$ cat config.mk
export PLATFORM = sky130hd
export DESIGN_NAME = biquad_cascade_filter_core
export DESIGN_NICKNAME = d
export VERILOG_FILES = /design/src/design/bcf_pkg.sv /design/src/design/biquad_cascade_filter_core.sv /design/src/design/bcf_ctrl.sv /design/src/design/bcf_datapath.sv
export SDC_FILE = /design/constraint.sdc
export NUM_CORES = 2
export LEC_CHECK = 0
export ABC_CLOCK_PERIOD_IN_PS = 22500
export BUFFER_PORTS_ARGS = -buffer_cell sky130_fd_sc_hd__buf_4
export CAP_MARGIN = 20
export CELL_PAD_IN_SITES_DETAIL_PLACEMENT = 1
export CELL_PAD_IN_SITES_GLOBAL_PLACEMENT = 1
export CORE_MARGIN = 3
export CORE_UTILIZATION = 30
export DETAILED_ROUTE_END_ITERATION = 12
export PLACE_DENSITY_LB_ADDON = 0.05
export SYNTH_ARGS = -nofsm -noshare
export SYNTH_HDL_FRONTEND = slang
export SYNTH_HIERARCHICAL = 1
export SYNTH_SLANG_ARGS = --single-unit
$ cat constraint.sdc
create_clock -name clock -period 22.5 [get_ports clock]
set_clock_uncertainty 0.2 [all_clocks]
set_input_delay 1.125 -clock clock [delete_from_list [all_inputs] [get_ports clock]]
set_output_delay 1.125 -clock clock [all_outputs]
set_load 0.005 [all_outputs]
$ cat src/design/bcf_pkg.sv
`timescale 1ns / 1ps
// ----------------------------------------------------------------------------
// Biquad cascade filter package
// Shared constants, register indexes, state and command types for the
// biquad cascade filter core.
// ----------------------------------------------------------------------------
package bcf_pkg;

   localparam int MAX_SECTIONS = 4;
   localparam int SEC_IDX_W    = (MAX_SECTIONS > 1) ? $clog2(MAX_SECTIONS) : 1;
   localparam int SEC_CNT_W    = 3;
   localparam int SAMPLE_W     = 16;
   localparam int COEF_W       = 16;
   localparam int PACKED_W     = 64;
   localparam int GAIN_W       = 32;
   localparam int DELAY_W      = 32;
   localparam int PROD_W       = SAMPLE_W + GAIN_W;
   localparam int CSR_IDX_W    = 3;

   typedef enum logic [CSR_IDX_W-1:0] {
      REG_B0       = 3'd0,
      REG_B1       = 3'd1,
      REG_B2       = 3'd2,
      REG_A1       = 3'd3,
      REG_A2       = 3'd4,
      REG_GAIN     = 3'd5,
      REG_SECTIONS = 3'd6
   } reg_index_type;

   typedef enum logic [3:0] {
      S_IDLE,
      S_MUL_B0,
      S_Y,
      S_T1,
      S_FD,
      S_T2,
      S_SD,
      S_GAIN,
      S_OUT
   } state_type;

   // Operand pairing for the shared multiplier.
   typedef enum logic [2:0] {
      MUL_B0_X,
      MUL_B1_X,
      MUL_B2_X,
      MUL_A1_Y,
      MUL_A2_Y,
      MUL_GAIN_X
   } mul_sel_type;

   // What the datapath does with the registered product this cycle.
   typedef enum logic [2:0] {
      OP_NONE,
      OP_Y,
      OP_T_SD,
      OP_FD,
      OP_T,
      OP_SD,
      OP_OUT
   } op_type;

   typedef struct packed {
      logic                 load_x;
      logic                 mul_en;
      mul_sel_type          mul_sel;
      op_type               op;
      logic [SEC_IDX_W-1:0] sec;
   } cmd_type;

   typedef struct packed {
      logic [SEC_CNT_W-1:0] count;
      logic                 out_free;
   } status_type;

endpackage

$ cat src/design/biquad_cascade_filter_core.sv
`timescale 1ns / 1ps
// ----------------------------------------------------------------------------
// Biquad cascade filter core
// Up to four transposed direct form II biquad sections in cascade followed
// by a Q8.24 output gain, sharing one 16 x 32 multiplier.
// ----------------------------------------------------------------------------
//  Channel   Direction  Handshake              Payload
//  req_      in         req_valid / req_ready  req_sample_in  (Q1.15)
//  rsp_      out        rsp_valid / rsp_ready  rsp_sample_out (Q1.15, saturated)
//  csr_      in         csr_write_enable       csr_index, csr_write_data
//
// A sample is accepted, then runs S_MUL_B0, S_Y, S_T1, S_FD, S_T2, S_SD for each
// section in use, then gain multiply and output; the single shared multiplier sets this.
// One sample is in work at a time; req_ready is high only while idle.
// The result register lets the next sample be accepted while a beat waits;
// a finished sample stalls in the output step until the register is free.
// Reset is synchronous, restores configuration defaults and clears all section delays.
// ----------------------------------------------------------------------------
module biquad_cascade_filter_core (
   input  logic                                clock,
   input  logic                                reset,
   input  logic                                req_valid,
   output logic                                req_ready,
   input  logic signed [bcf_pkg::SAMPLE_W-1:0] req_sample_in,
   output logic                                rsp_valid,
   input  logic                                rsp_ready,
   output logic signed [bcf_pkg::SAMPLE_W-1:0] rsp_sample_out,
   input  logic                                csr_write_enable,
   input  logic [bcf_pkg::CSR_IDX_W-1:0]       csr_index,
   input  logic [bcf_pkg::PACKED_W-1:0]        csr_write_data
);

   bcf_pkg::cmd_type    cmd;
   bcf_pkg::status_type status;

   bcf_ctrl u_ctrl (
      .clock     (clock),
      .reset     (reset),
      .req_valid (req_valid),
      .req_ready (req_ready),
      .status    (status),
      .cmd       (cmd)
   );

   bcf_datapath u_datapath (
      .clock            (clock),
      .reset            (reset),
      .req_sample_in    (req_sample_in),
      .csr_write_enable (csr_write_enable),
      .csr_index        (csr_index),
      .csr_write_data   (csr_write_data),
      .rsp_ready        (rsp_ready),
      .rsp_valid        (rsp_valid),
      .rsp_sample_out   (rsp_sample_out),
      .cmd              (cmd),
      .status           (status)
   );

endmodule

$ cat src/design/bcf_ctrl.sv
`timescale 1ns / 1ps
// ----------------------------------------------------------------------------
// Biquad cascade filter controller
// Sequences the shared multiplier and the accumulate steps through each
// section in use, then the output gain, and hands the result over.
// ----------------------------------------------------------------------------
module bcf_ctrl (
   input  logic                 clock,
   input  logic                 reset,
   input  logic                 req_valid,
   output logic                 req_ready,
   input  bcf_pkg::status_type  status,
   output bcf_pkg::cmd_type     cmd
);

   bcf_pkg::state_type state_ff, state_in;
   logic [bcf_pkg::SEC_IDX_W-1:0] sec_ff, sec_in;
   logic last_sec;
   logic accept;

   assign accept   = req_valid && (state_ff == bcf_pkg::S_IDLE);
   assign last_sec = (bcf_pkg::SEC_CNT_W'(sec_ff) + bcf_pkg::SEC_CNT_W'(1)) >= status.count;

   always_ff @(posedge clock) begin
      if (reset) begin
         state_ff <= bcf_pkg::S_IDLE;
         sec_ff   <= '0;
      end else begin
         state_ff <= state_in;
         sec_ff   <= sec_in;
      end
   end

   // Next state
   always_comb begin
      state_in = state_ff;
      sec_in   = sec_ff;
      case (state_ff)
         bcf_pkg::S_IDLE: begin
            sec_in = '0;
            if (req_valid) begin
               if (status.count == '0) begin
                  state_in = bcf_pkg::S_GAIN;
               end else begin
                  state_in = bcf_pkg::S_MUL_B0;
               end
            end
         end
         bcf_pkg::S_MUL_B0: state_in = bcf_pkg::S_Y;
         bcf_pkg::S_Y:      state_in = bcf_pkg::S_T1;
         bcf_pkg::S_T1:     state_in = bcf_pkg::S_FD;
         bcf_pkg::S_FD:     state_in = bcf_pkg::S_T2;
         bcf_pkg::S_T2:     state_in = bcf_pkg::S_SD;
         bcf_pkg::S_SD: begin
            if (last_sec) begin
               state_in = bcf_pkg::S_GAIN;
            end else begin
               sec_in   = sec_ff + bcf_pkg::SEC_IDX_W'(1);
               state_in = bcf_pkg::S_MUL_B0;
            end
         end
         bcf_pkg::S_GAIN:   state_in = bcf_pkg::S_OUT;
         bcf_pkg::S_OUT: begin
            if (status.out_free) begin
               state_in = bcf_pkg::S_IDLE;
            end
         end
         default:           state_in = bcf_pkg::S_IDLE;
      endcase
   end

   // Outputs
   always_comb begin
      req_ready   = 1'b0;
      cmd.load_x  = 1'b0;
      cmd.mul_en  = 1'b0;
      cmd.mul_sel = bcf_pkg::MUL_B0_X;
      cmd.op      = bcf_pkg::OP_NONE;
      cmd.sec     = sec_ff;
      case (state_ff)
         bcf_pkg::S_IDLE: begin
            req_ready  = 1'b1;
            cmd.load_x = accept;
         end
         bcf_pkg::S_MUL_B0: begin
            cmd.mul_en  = 1'b1;
            cmd.mul_sel = bcf_pkg::MUL_B0_X;
         end
         bcf_pkg::S_Y: begin
            cmd.op      = bcf_pkg::OP_Y;
            cmd.mul_en  = 1'b1;
            cmd.mul_sel = bcf_pkg::MUL_B1_X;
         end
         bcf_pkg::S_T1: begin
            cmd.op      = bcf_pkg::OP_T_SD;
            cmd.mul_en  = 1'b1;
            cmd.mul_sel = bcf_pkg::MUL_A1_Y;
         end
         bcf_pkg::S_FD: begin
            cmd.op      = bcf_pkg::OP_FD;
            cmd.mul_en  = 1'b1;
            cmd.mul_sel = bcf_pkg::MUL_B2_X;
         end
         bcf_pkg::S_T2: begin
            cmd.op      = bcf_pkg::OP_T;
            cmd.mul_en  = 1'b1;
            cmd.mul_sel = bcf_pkg::MUL_A2_Y;
         end
         bcf_pkg::S_SD: begin
            cmd.op = bcf_pkg::OP_SD;
         end
         bcf_pkg::S_GAIN: begin
            cmd.mul_en  = 1'b1;
            cmd.mul_sel = bcf_pkg::MUL_GAIN_X;
         end
         bcf_pkg::S_OUT: begin
            if (status.out_free) begin
               cmd.op = bcf_pkg::OP_OUT;
            end
         end
         default: begin
            cmd.op = bcf_pkg::OP_NONE;
         end
      endcase
   end

   a_out_waits: assert property (@(posedge clock) disable iff (reset)
      (state_ff == bcf_pkg::S_OUT && !status.out_free) |=> (state_ff == bcf_pkg::S_OUT))
      else $error("controller left the output state while the result beat was blocked");

   a_accept_starts: assert property (@(posedge clock) disable iff (reset)
      (req_valid && req_ready) |=>
         (state_ff == bcf_pkg::S_MUL_B0 || state_ff == bcf_pkg::S_GAIN))
      else $error("accepted sample did not start a section or the gain step");

   a_section_end: assert property (@(posedge clock) disable iff (reset)
      (state_ff == bcf_pkg::S_SD) |=>
         (state_ff == bcf_pkg::S_MUL_B0 || state_ff == bcf_pkg::S_GAIN))
      else $error("section end not followed by next section or gain");

endmodule

$ cat src/design/bcf_datapath.sv
`timescale 1ns / 1ps
// ----------------------------------------------------------------------------
// Biquad cascade filter datapath
// Configuration registers, per-section delay registers, the shared
// multiplier with its product register, accumulate and saturate logic and
// the result register.
// ----------------------------------------------------------------------------
module bcf_datapath (
   input  logic                                   clock,
   input  logic                                   reset,
   input  logic signed [bcf_pkg::SAMPLE_W-1:0]    req_sample_in,
   input  logic                                   csr_write_enable,
   input  logic [bcf_pkg::CSR_IDX_W-1:0]          csr_index,
   input  logic [bcf_pkg::PACKED_W-1:0]           csr_write_data,
   input  logic                                   rsp_ready,
   output logic                                   rsp_valid,
   output logic signed [bcf_pkg::SAMPLE_W-1:0]    rsp_sample_out,
   input  bcf_pkg::cmd_type                       cmd,
   output bcf_pkg::status_type                    status
);

   localparam int WIDE_W = bcf_pkg::PROD_W + 2;

   function automatic logic signed [bcf_pkg::SAMPLE_W-1:0] sat16(
      input logic signed [WIDE_W-1:0] v);
      if (v > WIDE_W'(32767)) begin
         sat16 = 16'sh7fff;
      end else if (v < -WIDE_W'(32768)) begin
         sat16 = 16'sh8000;
      end else begin
         sat16 = v[bcf_pkg::SAMPLE_W-1:0];
      end
   endfunction

   function automatic logic signed [bcf_pkg::DELAY_W-1:0] sat32(
      input logic signed [WIDE_W-1:0] v);
      if (v > WIDE_W'(64'sh7fff_ffff)) begin
         sat32 = 32'sh7fff_ffff;
      end else if (v < -WIDE_W'(64'sh8000_0000)) begin
         sat32 = 32'sh8000_0000;
      end else begin
         sat32 = v[bcf_pkg::DELAY_W-1:0];
      end
   endfunction

   logic [bcf_pkg::PACKED_W-1:0]       b0_ff, b1_ff, b2_ff, a1_ff, a2_ff;
   logic signed [bcf_pkg::GAIN_W-1:0]  gain_ff;
   logic [bcf_pkg::SEC_CNT_W-1:0]      sections_ff;

   logic signed [bcf_pkg::DELAY_W-1:0] fd_ff [bcf_pkg::MAX_SECTIONS];
   logic signed [bcf_pkg::DELAY_W-1:0] sd_ff [bcf_pkg::MAX_SECTIONS];
   logic signed [bcf_pkg::DELAY_W-1:0] fd_sel, sd_sel, delay_in;

   logic signed [bcf_pkg::SAMPLE_W-1:0] x_ff, y_ff, y_in;
   logic signed [bcf_pkg::PROD_W-1:0]   product_ff, product_in;
   logic signed [WIDE_W-1:0]            t_ff, t_in;
   logic signed [WIDE_W-1:0]            prod_wide, y_round, out_round, diff;

   logic [bcf_pkg::PACKED_W-1:0]        packed_sel;
   logic signed [bcf_pkg::COEF_W-1:0]   coef;
   logic signed [bcf_pkg::SAMPLE_W-1:0] mul_a;
   logic signed [bcf_pkg::GAIN_W-1:0]   mul_b;

   logic                                out_valid_ff;
   logic signed [bcf_pkg::SAMPLE_W-1:0] out_ff;

   // Configuration registers.
   always_ff @(posedge clock) begin
      if (reset) begin
         b0_ff       <= 64'h4000_4000_4000_4000;
         b1_ff       <= '0;
         b2_ff       <= '0;
         a1_ff       <= '0;
         a2_ff       <= '0;
         gain_ff     <= 32'sh0100_0000;
         sections_ff <= bcf_pkg::SEC_CNT_W'(1);
      end else if (csr_write_enable) begin
         case (csr_index)
            bcf_pkg::REG_B0:       b0_ff       <= csr_write_data;
            bcf_pkg::REG_B1:       b1_ff       <= csr_write_data;
            bcf_pkg::REG_B2:       b2_ff       <= csr_write_data;
            bcf_pkg::REG_A1:       a1_ff       <= csr_write_data;
            bcf_pkg::REG_A2:       a2_ff       <= csr_write_data;
            bcf_pkg::REG_GAIN:     gain_ff     <= csr_write_data[bcf_pkg::GAIN_W-1:0];
            bcf_pkg::REG_SECTIONS: sections_ff <= csr_write_data[bcf_pkg::SEC_CNT_W-1:0];
            default: ;
         endcase
      end
   end

   assign status.count = (sections_ff > bcf_pkg::SEC_CNT_W'(bcf_pkg::MAX_SECTIONS)) ?
                         bcf_pkg::SEC_CNT_W'(bcf_pkg::MAX_SECTIONS) : sections_ff;
   assign status.out_free = !out_valid_ff || rsp_ready;

   // Multiplier operand selection.
   always_comb begin
      case (cmd.mul_sel)
         bcf_pkg::MUL_B1_X: packed_sel = b1_ff;
         bcf_pkg::MUL_B2_X: packed_sel = b2_ff;
         bcf_pkg::MUL_A1_Y: packed_sel = a1_ff;
         bcf_pkg::MUL_A2_Y: packed_sel = a2_ff;
         default:           packed_sel = b0_ff;
      endcase
   end

   assign coef = packed_sel[cmd.sec*bcf_pkg::COEF_W +: bcf_pkg::COEF_W];

   always_comb begin
      mul_a = x_ff;
      mul_b = bcf_pkg::GAIN_W'(coef);
      case (cmd.mul_sel)
         bcf_pkg::MUL_A1_Y,
         bcf_pkg::MUL_A2_Y:   mul_a = y_ff;
         bcf_pkg::MUL_GAIN_X: mul_b = gain_ff;
         default: ;
      endcase
   end

   assign product_in = mul_a * mul_b;

   // Accumulate, round and saturate on the registered product.
   assign fd_sel    = fd_ff[cmd.sec];
   assign sd_sel    = sd_ff[cmd.sec];
   assign prod_wide = WIDE_W'(product_ff);
   assign y_round   = (prod_wide + WIDE_W'(fd_sel) + WIDE_W'(8192)) >>> 14;
   assign y_in      = sat16(y_round);
   assign out_round = (prod_wide + WIDE_W'(8388608)) >>> 24;
   assign diff      = t_ff - prod_wide;
   assign delay_in  = sat32(diff);

   always_comb begin
      t_in = t_ff;
      case (cmd.op)
         bcf_pkg::OP_T_SD: t_in = prod_wide + WIDE_W'(sd_sel);
         bcf_pkg::OP_T:    t_in = prod_wide;
         default: ;
      endcase
   end

   always_ff @(posedge clock) begin
      if (cmd.mul_en) begin
         product_ff <= product_in;
      end
      t_ff <= t_in;
      if (cmd.load_x) begin
         x_ff <= req_sample_in;
      end else if (cmd.op == bcf_pkg::OP_SD) begin
         x_ff <= y_ff;
      end
      if (cmd.op == bcf_pkg::OP_Y) begin
         y_ff <= y_in;
      end
      if (cmd.op == bcf_pkg::OP_OUT) begin
         out_ff <= sat16(out_round);
      end
   end

   // Section delays are filter state and are cleared by reset.
   always_ff @(posedge clock) begin
      if (reset) begin
         for (int i = 0; i < bcf_pkg::MAX_SECTIONS; i++) begin
            fd_ff[i] <= '0;
            sd_ff[i] <= '0;
         end
      end else begin
         if (cmd.op == bcf_pkg::OP_FD) begin
            fd_ff[cmd.sec] <= delay_in;
         end
         if (cmd.op == bcf_pkg::OP_SD) begin
            sd_ff[cmd.sec] <= delay_in;
         end
      end
   end

   // Result register: a new beat may be loaded in the cycle the old one leaves.
   always_ff @(posedge clock) begin
      if (reset) begin
         out_valid_ff <= 1'b0;
      end else if (cmd.op == bcf_pkg::OP_OUT) begin
         out_valid_ff <= 1'b1;
      end else if (rsp_ready) begin
         out_valid_ff <= 1'b0;
      end
   end

   assign rsp_valid      = out_valid_ff;
   assign rsp_sample_out = out_ff;

   a_out_loaded: assert property (@(posedge clock) disable iff (reset)
      (cmd.op == bcf_pkg::OP_OUT) |=> out_valid_ff)
      else $error("result register not valid after the output step");

endmodule

==> results.ini <==
[outcome]
status=finished, final reports clean

[finish]
multi_input_area_um2=35880
fillers=22225
final_core_util_pct=34.03
fin_nets=7282
drive_gt1_share_pct=8.981
area_growth_pct=12.18
finish.instance_area_um2=65880
seq_area_um2=19300

[floorplanning]
initial_core_util_pct=30.34
core_area_um2=193600
ios=106
fp.dieH_um=448.5
die_area_um2=201100
rows=161
die_w_um=448.5

[global_routing]
grt_overflow=0
grt_pass1_wl_um=340100
grt_max_degree=88
grt_use_total_pct=22.53
grt_pass1_vias=50480
antenna_found_initial=4

[worst_setup_path]
cp-end-kind=register
slowest_delay_ns=1.05
cp_top_family=compound AO/OA/AOI/OAI gates
cp_common_cell=fa_1
slowest_stage=nand2_2
path_max_fanout=40
crit_buf_inv=7
cp-start-kind=register
worstSetupPathType=register to register
cp.arrival_ns=12.68
cp.required_ns=22.73

[placement]
port_buffers=105
place_area_um2=62670
place_hpwl_um=164800
routabilityCongestion=0.8012

[sta]
max_freq_mhz=80.32
setup_viol=0
rsz0062_at_grt=no
setup-tns-final_ns=0
fin_crit_sh_pct=55.33
worst_pin_slew_ns=1.143
hold_viol=0
fin_crit_ns=12.45
slew_viol_final=0
slew_headroom_pct=21.64
whs_ns=0.2505

[clock_tree]
cts_sinks=763
htree_levels=3
clock_path_buffers=3
postCtsHoldBufs=0
clock_latency_ns=0.74
root_buffer=clkbuf_16
cts_inserted_buffers=96
post-cts-setup-buffer-count=0
cts_resized=0
clk_pin_slew_ns=0.06
cts_tree=built

[power_and_ir_drop]
switching_share_pct=46.10
power-per-cell-area_nw_per_um2=112.8
p_clk_share_pct=21.3
power.switching_uw=3426
comb_power_share_pct=53.8
leakage_uw=0.02691
finalPower_uw=7432
share_seq_of_total_power_pct=24.9
peakVddDrop_v=0.00006153
p_int_uw=4006

[yosys]
synthDistinctLibCells=101
synth.cell_area_um2=58730
ys_seq_area_share_pct=32.84
syn_nets=7303
ys_seq_elements=763
synth_flop_cell=edfxtp_1
synth_edf_count=401
synth_cells=6417
yosysWarnings=6
async_reset_ff_share_pct=0
avgSynthCellArea_um2=9.152

[drt]
wire_per_inst_um=24.82
drc_errors=0
totalWireLength_um=225400
antenna_left=0
drt_first_pass_iters=5
drtIter0Drc=2528
num_vias=46577
viasPerCell=5.130

[flow_run]
maxCapViolCount=0

[worst_hold_path]
min_path_type=register to register

==> per-stage QoR <==
step           cells  setup slack (ns)
2_1_floorplan   6417             12.38
4_1_cts         9073             10.01
3_3_place_gp    8900             10.21
3_5_place_dp    8902             10.03
6_report        9079             10.05
5_1_grt         9078             9.149
==> synth_stat cells, drive strengths merged (48+ instances only) <==
master / number / area share, %
ha: 310 / 6.6
fa: 488 / 17
clkbuf: 293 / 1.9
nand2: 1049 / 6.7
mux2i: 68 / 1.2
inv: 693 / 4.4
edfxtp: 401 / 21
dfxtp: 362 / 12
a22oi: 53 / 0.68
a21oi: 843 / 7.2
o21ai: 180 / 1.5
nand3: 51 / 0.44
xor2: 70 / 1.0
nor3: 48 / 0.42
a21o: 108 / 1.4
nand2b: 72 / 0.77
xnor2: 110 / 1.6
mux4: 82 / 3.2
nor2: 514 / 3.3
==> worst reg2reg max path: cells and delay by family (launching register included) <==
kind / cells / cell delay (ns)
AO/OA/AOI/OAI: 11 / 3.92
XOR/XNOR: 1 / 0.15
adder cells (fa/ha/maj): 7 / 3.44
buffers and inverters: 7 / 1.64
flip-flops: 1 / 0.62
AND/OR/NAND/NOR: 8 / 2.20
==> sequential cells by signal, indices dropped and copies added (netlist names) <==
| register | cells |
|---|---|
| u_datapath/rsp_valid | 1 |
| u_datapath/x_ff | 16 |
| u_datapath/b2_ff | 64 |
| u_datapath/product_ff | 48 |
| u_datapath/y_ff | 16 |
| u_datapath/a1_ff | 64 |
| u_datapath/gain_ff | 32 |
| u_datapath/t_ff | 49 |
| u_datapath/fd_ff | 128 |
| u_datapath/a2_ff | 64 |
| u_datapath/b1_ff | 64 |
| u_datapath/rsp_sample_out | 16 |
| u_datapath/b0_ff | 64 |
| u_datapath/sd_ff | 128 |
| u_ctrl/state_ff | 4 |
| u_ctrl/sec_ff | 2 |
| u_datapath/sections_ff | 3 |
==> power groups by stage <==
stage | clock network, µW | logic [µW] | registers (µW)
4_1_cts | 1640 | 4030 | 1850
2_1_floorplan | 0 | 2660 | 1780
3_5_place_dp | 0 | 4000 | 1880
3_3_place_gp | 0 | 3980 | 1870
6_report | 1580 | 4000 | 1850
5_1_grt | 1690 | 4480 | 1860
==> cells in the final DEF (no fill, tap or decap), types with 15 or more instances in the layout <==
cell type / n
xor2_1: 70
a21o_1: 108
a31oi_1: 17
mux4_2: 80
o31ai_1: 18
dfxtp_1: 360
o21bai_1: 22
a22oi_1: 53
nand4_1: 44
fa_1: 488
xnor2_1: 109
nand2_1: 1043
o21ai_0: 153
nand3_1: 42
o22ai_1: 18
o21a_1: 36
mux2i_1: 56
nand2b_1: 66
nor3_1: 42
inv_1: 692
nor2b_1: 37
or3_1: 27
a211oi_1: 20
clkbuf_16: 97
or2_2: 17
o2111ai_1: 15
and3_1: 18
nor2_1: 503
clkbuf_1: 30
o21ai_1: 25
buf_4: 216
mux2_2: 43
o211ai_1: 27
ha_1: 310
edfxtp_1: 401
o221ai_1: 28
a21oi_1: 841
==> cell type report <==
type	count	share of cell area, %
diodes	2	0.007597
inverters	695	3.960
clock buffers	131	3.939
repair buffers	218	2.514
clock inverters	40	0.8812
multi-input cells	4622	54.46
flip-flops and latches	763	29.29
well taps	2608	4.953
==> metal layers <==
| metal | part of all wire, % | vias up | routed length [µm] | GRT usage [%] |
|---|---|---|---|---|
| li1 | - | 21697 | - | - |
| met4 | 1.6 | 0 | 3507 | 4.091 |
| met2 | 48 | 636 | 109000 | 38.57 |
| met1 | 47 | 24070 | 106600 | 31.21 |
| met5 | 0 | - | 0 | 0 |
| met3 | 2.8 | 174 | 6243 | 2.031 |
==> cell families (layout without fill, tap and decap cells) <==
| family | after synthesis | in the layout | share of synthesized area [%] |
|---|---|---|---|
| multiplexers | 193 | 193 | 5.141 |
| flip-flops | 763 | 763 | 32.84 |
| AND/OR/NAND/NOR | 1950 | 1950 | 14.13 |
| other | 0 | 2 | 0 |
| adder cells (fa/ha/maj) | 798 | 798 | 23.24 |
| buffers and inverters | 1032 | 1084 | 6.683 |
| XOR/XNOR | 180 | 180 | 2.684 |
| AO/OA/AOI/OAI | 1501 | 1501 | 15.28 |
==> final timing paths <==
check / from / to / slack [ns] / cells after the start
setup / recovery: u_ctrl/state_ff[0]$_SDFFE_PP0P_ / u_datapath/product_ff[47]$_DFFE_PP_ / 10.05 / 34
hold / removal: u_datapath/a1_ff[38]$_SDFFE_PP0P_ / u_datapath/a1_ff[38]$_SDFFE_PP0P_ / 0.25 / 2
setup reg to reg: u_ctrl/state_ff[0]$_SDFFE_PP0P_ / u_datapath/product_ff[47]$_DFFE_PP_ / 10.05 / 34
hold reg to reg: u_datapath/a1_ff[38]$_SDFFE_PP0P_ / u_datapath/a1_ff[38]$_SDFFE_PP0P_ / 0.25 / 2
(Power assumes the default switching activity.)
